--- config.mk ---
export PLATFORM = sky130hd
export DESIGN_NAME = decimal_field_to_char_lcd
export DESIGN_NICKNAME = d
export VERILOG_FILES = /design/src/rtl/dfl_pkg.sv /design/src/rtl/decimal_field_to_char_lcd.sv /design/src/rtl/dfl_cell.sv /design/src/rtl/dfl_ser.sv
export SDC_FILE = /design/constraint.sdc
export NUM_CORES = 1
export LEC_CHECK = 0
export BUFFER_PORTS_ARGS = -buffer_cell sky130_fd_sc_hd__buf_4
export CAP_MARGIN = 5
export CORE_MARGIN = 2
export CORE_UTILIZATION = 50
export DETAILED_ROUTE_END_ITERATION = 10
export PLACE_DENSITY = 0.77
export SLEW_MARGIN = 20
export SYNTH_ARGS = -nofsm -noshare
export SYNTH_HDL_FRONTEND = slang
export SYNTH_SLANG_ARGS = --single-unit
--- constraint.sdc ---
create_clock -name clk_i -period 9.8 [get_ports clk_i]
set_input_delay 1.96 -clock clk_i [delete_from_list [all_inputs] [get_ports clk_i]]
set_output_delay 1.96 -clock clk_i [all_outputs]
set_load 0.02 [all_outputs]
--- src/rtl/dfl_pkg.sv ---
// Shared types and constants for the decimal field to character display writer.
// Used by dfl_cell, dfl_ser and decimal_field_to_char_lcd.
package dfl_pkg;

  localparam int unsigned ValueW = 16;
  localparam int unsigned DigitW = 4;

  localparam logic [1:0] RowLine1 = 2'd1;
  localparam logic [1:0] RowLine2 = 2'd2;

  localparam logic [7:0] CmdSetAddr = 8'h80;
  localparam logic [7:0] Line2Offset = 8'h40;
  localparam logic [7:0] CharMinus = 8'h2D;
  localparam logic [7:0] CharZero = 8'h30;

  // x / 10 == (x * 52429) >> 19 for every 16-bit x
  localparam logic [16:0] DivTenMul = 17'd52429;
  localparam int unsigned DivTenShift = 19;

  typedef struct packed {
    logic [1:0] row;
    logic [5:0] column;
    logic       neg;
    logic [2:0] count;
  } item_hdr_t;

endpackage

--- src/rtl/decimal_field_to_char_lcd.sv ---
// Top level: signed number to character display bytes (address, sign, digits).
// Depends on dfl_pkg, dfl_cell and dfl_ser.
//
//  channel  | handshake              | payload
//  ---------+------------------------+-------------------------------------------
//  input    | in_valid_i / in_ready_o  | row_i, column_i, value_i, digit_count_i
//  output   | out_valid_o / out_ready_i| is_data_o, out_byte_o, last_o
//
// A transaction passes through MAX_DIGITS registered digit cells into the serializer.
// The serializer emits one byte per cycle while out_ready_i is high, up to MAX_DIGITS + 2
// bytes per transaction; it loads the next transaction as the last byte of the current one
// is taken, and a transaction with an empty run emits no bytes.
// The cells take new transactions while the serializer still drains an earlier one.
// Output stalls back up through the cells; reset clears all valid flags.
module decimal_field_to_char_lcd #(
  parameter int unsigned MAX_DIGITS = 5
) (
  input  logic        clk_i,
  input  logic        rst_ni,
  input  logic        in_valid_i,
  output logic        in_ready_o,
  input  logic [1:0]  row_i,
  input  logic [5:0]  column_i,
  input  logic [15:0] value_i,
  input  logic [2:0]  digit_count_i,
  output logic        out_valid_o,
  input  logic        out_ready_i,
  output logic        is_data_o,
  output logic [7:0]  out_byte_o,
  output logic        last_o
);
  import dfl_pkg::*;

  localparam int unsigned DigitsW = MAX_DIGITS * DigitW;

  logic                valid_c [MAX_DIGITS+1];
  logic                ready_c [MAX_DIGITS+1];
  item_hdr_t           hdr_c   [MAX_DIGITS+1];
  logic [ValueW-1:0]   value_c [MAX_DIGITS+1];
  logic [DigitsW-1:0]  digits_c [MAX_DIGITS+1];

  assign hdr_c[0].row = row_i;
  assign hdr_c[0].column = column_i;
  assign hdr_c[0].neg = value_i[ValueW-1];
  assign hdr_c[0].count = (int'(digit_count_i) > MAX_DIGITS) ? 3'(MAX_DIGITS) : digit_count_i;
  assign value_c[0] = value_i[ValueW-1] ? (~value_i + 16'd1) : value_i;
  assign digits_c[0] = '0;

  assign valid_c[0] = in_valid_i;
  assign in_ready_o = ready_c[0];

  for (genvar g = 0; g < MAX_DIGITS; g++) begin : g_cell
    dfl_cell #(
      .MAX_DIGITS(MAX_DIGITS),
      .IDX       (g)
    ) u_cell (
      .clk_i   (clk_i),
      .rst_ni  (rst_ni),
      .valid_i (valid_c[g]),
      .ready_o (ready_c[g]),
      .hdr_i   (hdr_c[g]),
      .value_i (value_c[g]),
      .digits_i(digits_c[g]),
      .valid_o (valid_c[g+1]),
      .ready_i (ready_c[g+1]),
      .hdr_o   (hdr_c[g+1]),
      .value_o (value_c[g+1]),
      .digits_o(digits_c[g+1])
    );
  end

  dfl_ser #(
    .MAX_DIGITS(MAX_DIGITS)
  ) u_ser (
    .clk_i     (clk_i),
    .rst_ni    (rst_ni),
    .valid_i   (valid_c[MAX_DIGITS]),
    .ready_o   (ready_c[MAX_DIGITS]),
    .hdr_i     (hdr_c[MAX_DIGITS]),
    .digits_i  (digits_c[MAX_DIGITS]),
    .valid_o   (out_valid_o),
    .ready_i   (out_ready_i),
    .is_data_o (is_data_o),
    .out_byte_o(out_byte_o),
    .last_o    (last_o)
  );

endmodule

--- src/rtl/dfl_cell.sv ---
// One digit cell: peels the lowest decimal digit off the value and hands the quotient on.
// Depends on dfl_pkg.
module dfl_cell #(
  parameter int unsigned MAX_DIGITS = 5,
  parameter int unsigned IDX = 0
) (
  input  logic                                  clk_i,
  input  logic                                  rst_ni,
  input  logic                                  valid_i,
  output logic                                  ready_o,
  input  dfl_pkg::item_hdr_t                    hdr_i,
  input  logic [dfl_pkg::ValueW-1:0]            value_i,
  input  logic [MAX_DIGITS*dfl_pkg::DigitW-1:0] digits_i,
  output logic                                  valid_o,
  input  logic                                  ready_i,
  output dfl_pkg::item_hdr_t                    hdr_o,
  output logic [dfl_pkg::ValueW-1:0]            value_o,
  output logic [MAX_DIGITS*dfl_pkg::DigitW-1:0] digits_o
);
  import dfl_pkg::*;

  localparam int unsigned ProdW = ValueW + 17;

  logic                           valid_q;
  item_hdr_t                      hdr_q;
  logic [ValueW-1:0]              value_q, value_d;
  logic [MAX_DIGITS*DigitW-1:0]   digits_q, digits_d;
  logic [ProdW-1:0]               prod;
  logic [ValueW-1:0]              quot;
  logic [DigitW-1:0]              rem;

  assign ready_o = !valid_q || ready_i;

  always_comb begin
    prod = {17'd0, value_i} * {{(ProdW-17){1'b0}}, DivTenMul};
    quot = prod[DivTenShift +: ValueW];
    rem = value_i[DigitW-1:0] - {quot[DigitW-4:0], 3'b000} - {quot[DigitW-2:0], 1'b0};
    value_d = quot;
    digits_d = digits_i;
    digits_d[IDX*DigitW +: DigitW] = rem;
  end

  always_ff @(posedge clk_i or negedge rst_ni) begin
    if (!rst_ni) begin
      valid_q <= 1'b0;
    end else if (ready_o) begin
      valid_q <= valid_i;
    end
  end

  always_ff @(posedge clk_i) begin
    if (valid_i && ready_o) begin
      hdr_q <= hdr_i;
      value_q <= value_d;
      digits_q <= digits_d;
    end
  end

  assign valid_o = valid_q;
  assign hdr_o = hdr_q;
  assign value_o = value_q;
  assign digits_o = digits_q;

endmodule

--- src/rtl/dfl_ser.sv ---
// Byte serializer: turns one converted item into its run of command and data bytes.
// Depends on dfl_pkg.
module dfl_ser #(
  parameter int unsigned MAX_DIGITS = 5
) (
  input  logic                                  clk_i,
  input  logic                                  rst_ni,
  input  logic                                  valid_i,
  output logic                                  ready_o,
  input  dfl_pkg::item_hdr_t                    hdr_i,
  input  logic [MAX_DIGITS*dfl_pkg::DigitW-1:0] digits_i,
  output logic                                  valid_o,
  input  logic                                  ready_i,
  output logic                                  is_data_o,
  output logic [7:0]                            out_byte_o,
  output logic                                  last_o
);
  import dfl_pkg::*;

  localparam int unsigned NumSlots = MAX_DIGITS + 2;

  logic [NumSlots-1:0] mask_q, mask_d;
  logic [7:0]          bytes_q [NumSlots];
  logic [7:0]          bytes_d [NumSlots];
  logic [NumSlots-1:0] pick;
  logic [NumSlots-1:0] rest;
  logic [7:0]          addr;
  logic                load;
  logic [7:0]          sel_byte;

  always_comb begin
    pick = mask_q & (~mask_q + {{(NumSlots-1){1'b0}}, 1'b1});
    rest = mask_q & ~pick;
    last_o = (rest == '0);
    valid_o = (mask_q != '0);
    is_data_o = !pick[0];
    sel_byte = '0;
    for (int i = 0; i < NumSlots; i++) begin
      sel_byte = sel_byte | (bytes_q[i] & {8{pick[i]}});
    end
    out_byte_o = sel_byte;
  end

  assign ready_o = !valid_o || (ready_i && last_o);
  assign load = valid_i && ready_o;

  always_comb begin
    addr = CmdSetAddr | ({2'b00, hdr_i.column} - 8'd1);
    if (hdr_i.row == RowLine2) begin
      addr = CmdSetAddr | ({2'b00, hdr_i.column} - 8'd1 + Line2Offset);
    end
    bytes_d[0] = addr;
    bytes_d[1] = CharMinus;
    mask_d[0] = (hdr_i.row == RowLine1) || (hdr_i.row == RowLine2);
    mask_d[1] = hdr_i.neg;
    for (int j = 0; j < MAX_DIGITS; j++) begin
      bytes_d[j+2] = CharZero;
      mask_d[j+2] = (int'(hdr_i.count) > j);
      for (int k = 0; k < MAX_DIGITS; k++) begin
        if (int'(hdr_i.count) - 1 - j == k) begin
          bytes_d[j+2] = CharZero | {4'd0, digits_i[k*DigitW +: DigitW]};
        end
      end
    end
  end

  always_ff @(posedge clk_i or negedge rst_ni) begin
    if (!rst_ni) begin
      mask_q <= '0;
    end else if (load) begin
      mask_q <= mask_d;
    end else if (valid_o && ready_i) begin
      mask_q <= rest;
    end
  end

  always_ff @(posedge clk_i) begin
    if (load) begin
      bytes_q <= bytes_d;
    end
  end

endmodule
==> impl_results.md <==
- Slew Limit Fails: 0
- Data arrival, critical path: ~9400 ps
- Main flop type after synthesis: edfxtp_1
- Worst hold path startpoint: g_cell[1].u_cell.hdr_o[4]
- Synthesized area: 8470 µm²
- Achievable clock frequency: 108 MHz
- Vias: 5139
- Reg2reg path depth: 7
- Cell mode on critical path: xnor2_1
- Layout cell share with drive strength beyond 1: 0.118
- Crit end category: register
- CP required: approximately 10000 ps
- Largest net degree at the start of global routing: 28
- Sequential share of the synthesized area: 0.415
- Critical path type: in2reg
- Routability cong.: 0.937
- DR WL/cell: approximately 16 µm
- Post-CTS Setup Inserts: 0
- TritonCTS Buffers: 17
- Multiplexer share of the synthesized area: 0.00133
- Hpwl dp: 12400 µm
- Critical path's slowest cell: or4_4
- Drt initial violations: ~250
- Largest family of logic cells by synthesized area: adder cells
- Adder-cell share of the synthesized area: 0.306
- Core area: around 17000 µm²
- CP peak stage delay: ~560 ps
- Root buf cell: clkbuf_16
- Final Setup Violations: 0
- I/O Buffers: 42
- Outcome: finished, final reports clean
- Hold slack final: 414 ps
- Max cap viols: 0
- CTS clk-pin slew, worst paths: about 50 ps
- Bufs on Longest Clock Path: 2
- Critical-path maximum fanout: 9
- Detail Route Antenna Nets: 0
- Latest clock arrival within the worst-skew pair: 410 ps
- Syn avg cell area: between 10 and 15 µm²
- Synth Instances: just over 700
- EDFF count, synth: between 100 and 150
- CP bufs+invs: 4
- GRT overflow: 0
- R2r endpoint: g_cell[0].u_cell.hdr_o[2]
- Diode count: 0
- Initial antenna violation count: 0
- Cells on Worst Hold Path: 0
- Minimum clock period: between 9000 and 10000 ps
- Total die area: roughly 18000 µm²
- Post-synthesis simple-gate area fraction: 0.0876
- DRT Pass-1 Iters: 5
- R2R Path Start: u_ser.mask_q[3]
- Final core utilization: 0.584
- Max H-tree Level: 4
- Reg2Reg Setup Slack: about 6500 ps
- Ys Warns: 0
- Syn Nets: 914
- # placed instances: slightly below 1000
- Hold crit path type: reg2reg
- Synthesized-area fraction occupied by xor and xnor cells: 0.0542
- Share of the synthesized area in the top cell type: 0.380
- # hold bufs at CTS: 0
- Hold Vio Cnt, Final: 0
- Relative slew slack: 0.325
- Overall global routing resource usage: 0.190
- Initial Util: 0.510
- Area Overhead vs Synth: 14.3%
- Quantity of gates resized following cts: 0
- Final Non-Filler Cells: around 1000
- Final Skew: ~7.5 ps
- #FFs+latches synth: approximately 120
- Final cycle utilization of the critical path: 0.942
- Synth area leaders: edfxtp_1, ha_1, fa_1
- FFs w/ async S/R, synth: 0.101
- Die width: ~130 µm
- Hold Path End: g_cell[2].u_cell.hdr_o[4]
- RSZ-0062 raised after global routing: no
- Worst-Margin Slew: a little over 1000 ps
- Vias in the first global route: around 5300
- Boundary pin count: 43
- Die Y: roughly 130 µm
- Fin Setup TNS: 0 ps
- Netlist cell types: 62
- Synth area leader: edfxtp_1
- DR vias/cell: ~5.1
- Synth Area in Compound Gates: 0.0653
- Layout Nets: just under 1000
- Worst path top cell family by delay: adder cells
- First-pass GRT wire length: between 20000 and 30000 µm
- # DRC: 0
- Crit start category: input pin
- TritonCTS clock tree: yes
- Rows: 47
- Final WL: 15600 µm
- Clock sinks: 119
## registers in the layout (all words and copies together) (netlist names)
name                    flops
g_cell.u_cell.digits_o     20
u_ser.bytes_q              27
g_cell.u_cell.hdr_o        60
g_cell.u_cell.valid_o       5
u_ser.mask_q                7
## cell families (layout without fill, tap and decap cells)
logic type	after synthesis	count (layout)
simple gates	139	139
mux	1	1
xor+xnor	50	50
fa+ha+maj	171	171
flops	119	119
compound gates	79	79
buf+inv	154	226
## worst register-to-register path: cells and delay by family (launching register included)
kind | cells | cell delay (ps)
simple gates | 4 | 1230
compound gates | 3 | 1190
flops | 1 | 500
## how the worst max path moves through the flow
stage | start | to | slack, ps | depth (start not counted)
after floorplan | value_i[6] | g_cell[0].u_cell.digits_o[3] | 540 | 29
final | value_i[6] | g_cell[0].u_cell.digits_o[3] | 570 | 29
after CTS | value_i[6] | g_cell[0].u_cell.digits_o[3] | 560 | 29
after global placement | value_i[6] | g_cell[0].u_cell.digits_o[3] | 380 | 29
after detailed placement | value_i[6] | g_cell[0].u_cell.digits_o[3] | 230 | 29
after global routing | value_i[6] | g_cell[0].u_cell.digits_o[3] | 120 | 29
## cell type report
type	instances	area (µm²)
multi-input cells	440	4360
well taps	220	275
flip-flops and latches	119	3510
clock buffers	18	429
inverters	143	537
fillers	1335	6900
repair buffers	51	383
clock inverters	14	183
## metrics by stage
stage	setup WS [ps]	instance area, µm²
global route	117	9680
detailed placement	230	9070
floorplan	538	8470
CTS	557	9680
finish	571	9680
global placement	382	9070
## layout by cell type (no fill, tap or decap), drive strengths merged, types with 12 or more instances in the layout
cell type and n:
o21ai 18, xnor2 33, a21oi 16, buf 51
nand2 35, nor2 17, clkbuf 18, nand3 15
edfxtp 107, dfrtp 12, and2 20, xor2 16
fa 60, ha 110, inv 143
## layer usage
layer / track usage / wire (µm) / vias up
li1: - / - / 2542
met1: 0.234 / 6640 / 2477
met2: 0.325 / 7940 / 98
met3: 0.0454 / 626 / 22
met4: 0.0725 / 424 / 0
met5: 0 / 0 / -
## Yosys cell counts (all sizes together), types with 2 or more instances
library cell / n
nand2b: 6
a21oi: 16
ha: 110
inv: 143
a31o: 2
or4: 3
nand4b: 2
o21ai: 18
nand2: 35
a211oi: 2
nor4: 7
and2: 20
o31ai: 3
o211ai: 4
a21o: 6
a32o: 2
and3: 7
o41ai: 2
a22oi: 3
a221o: 4
nor2b: 6
buf: 2
nand4: 3
nand3: 15
dfrtp: 12
clkbuf: 9
fa: 60
a31oi: 2
a22o: 3
and4: 2
o31a: 2
edfxtp: 107
xor2: 16
xnor2: 33
nor2: 17
or2: 2
or3: 2
nor3: 8
Power is left out: the tool's default activity adds up to more than one toggle a clock period on the data nets, which glitch-free logic cannot reach.
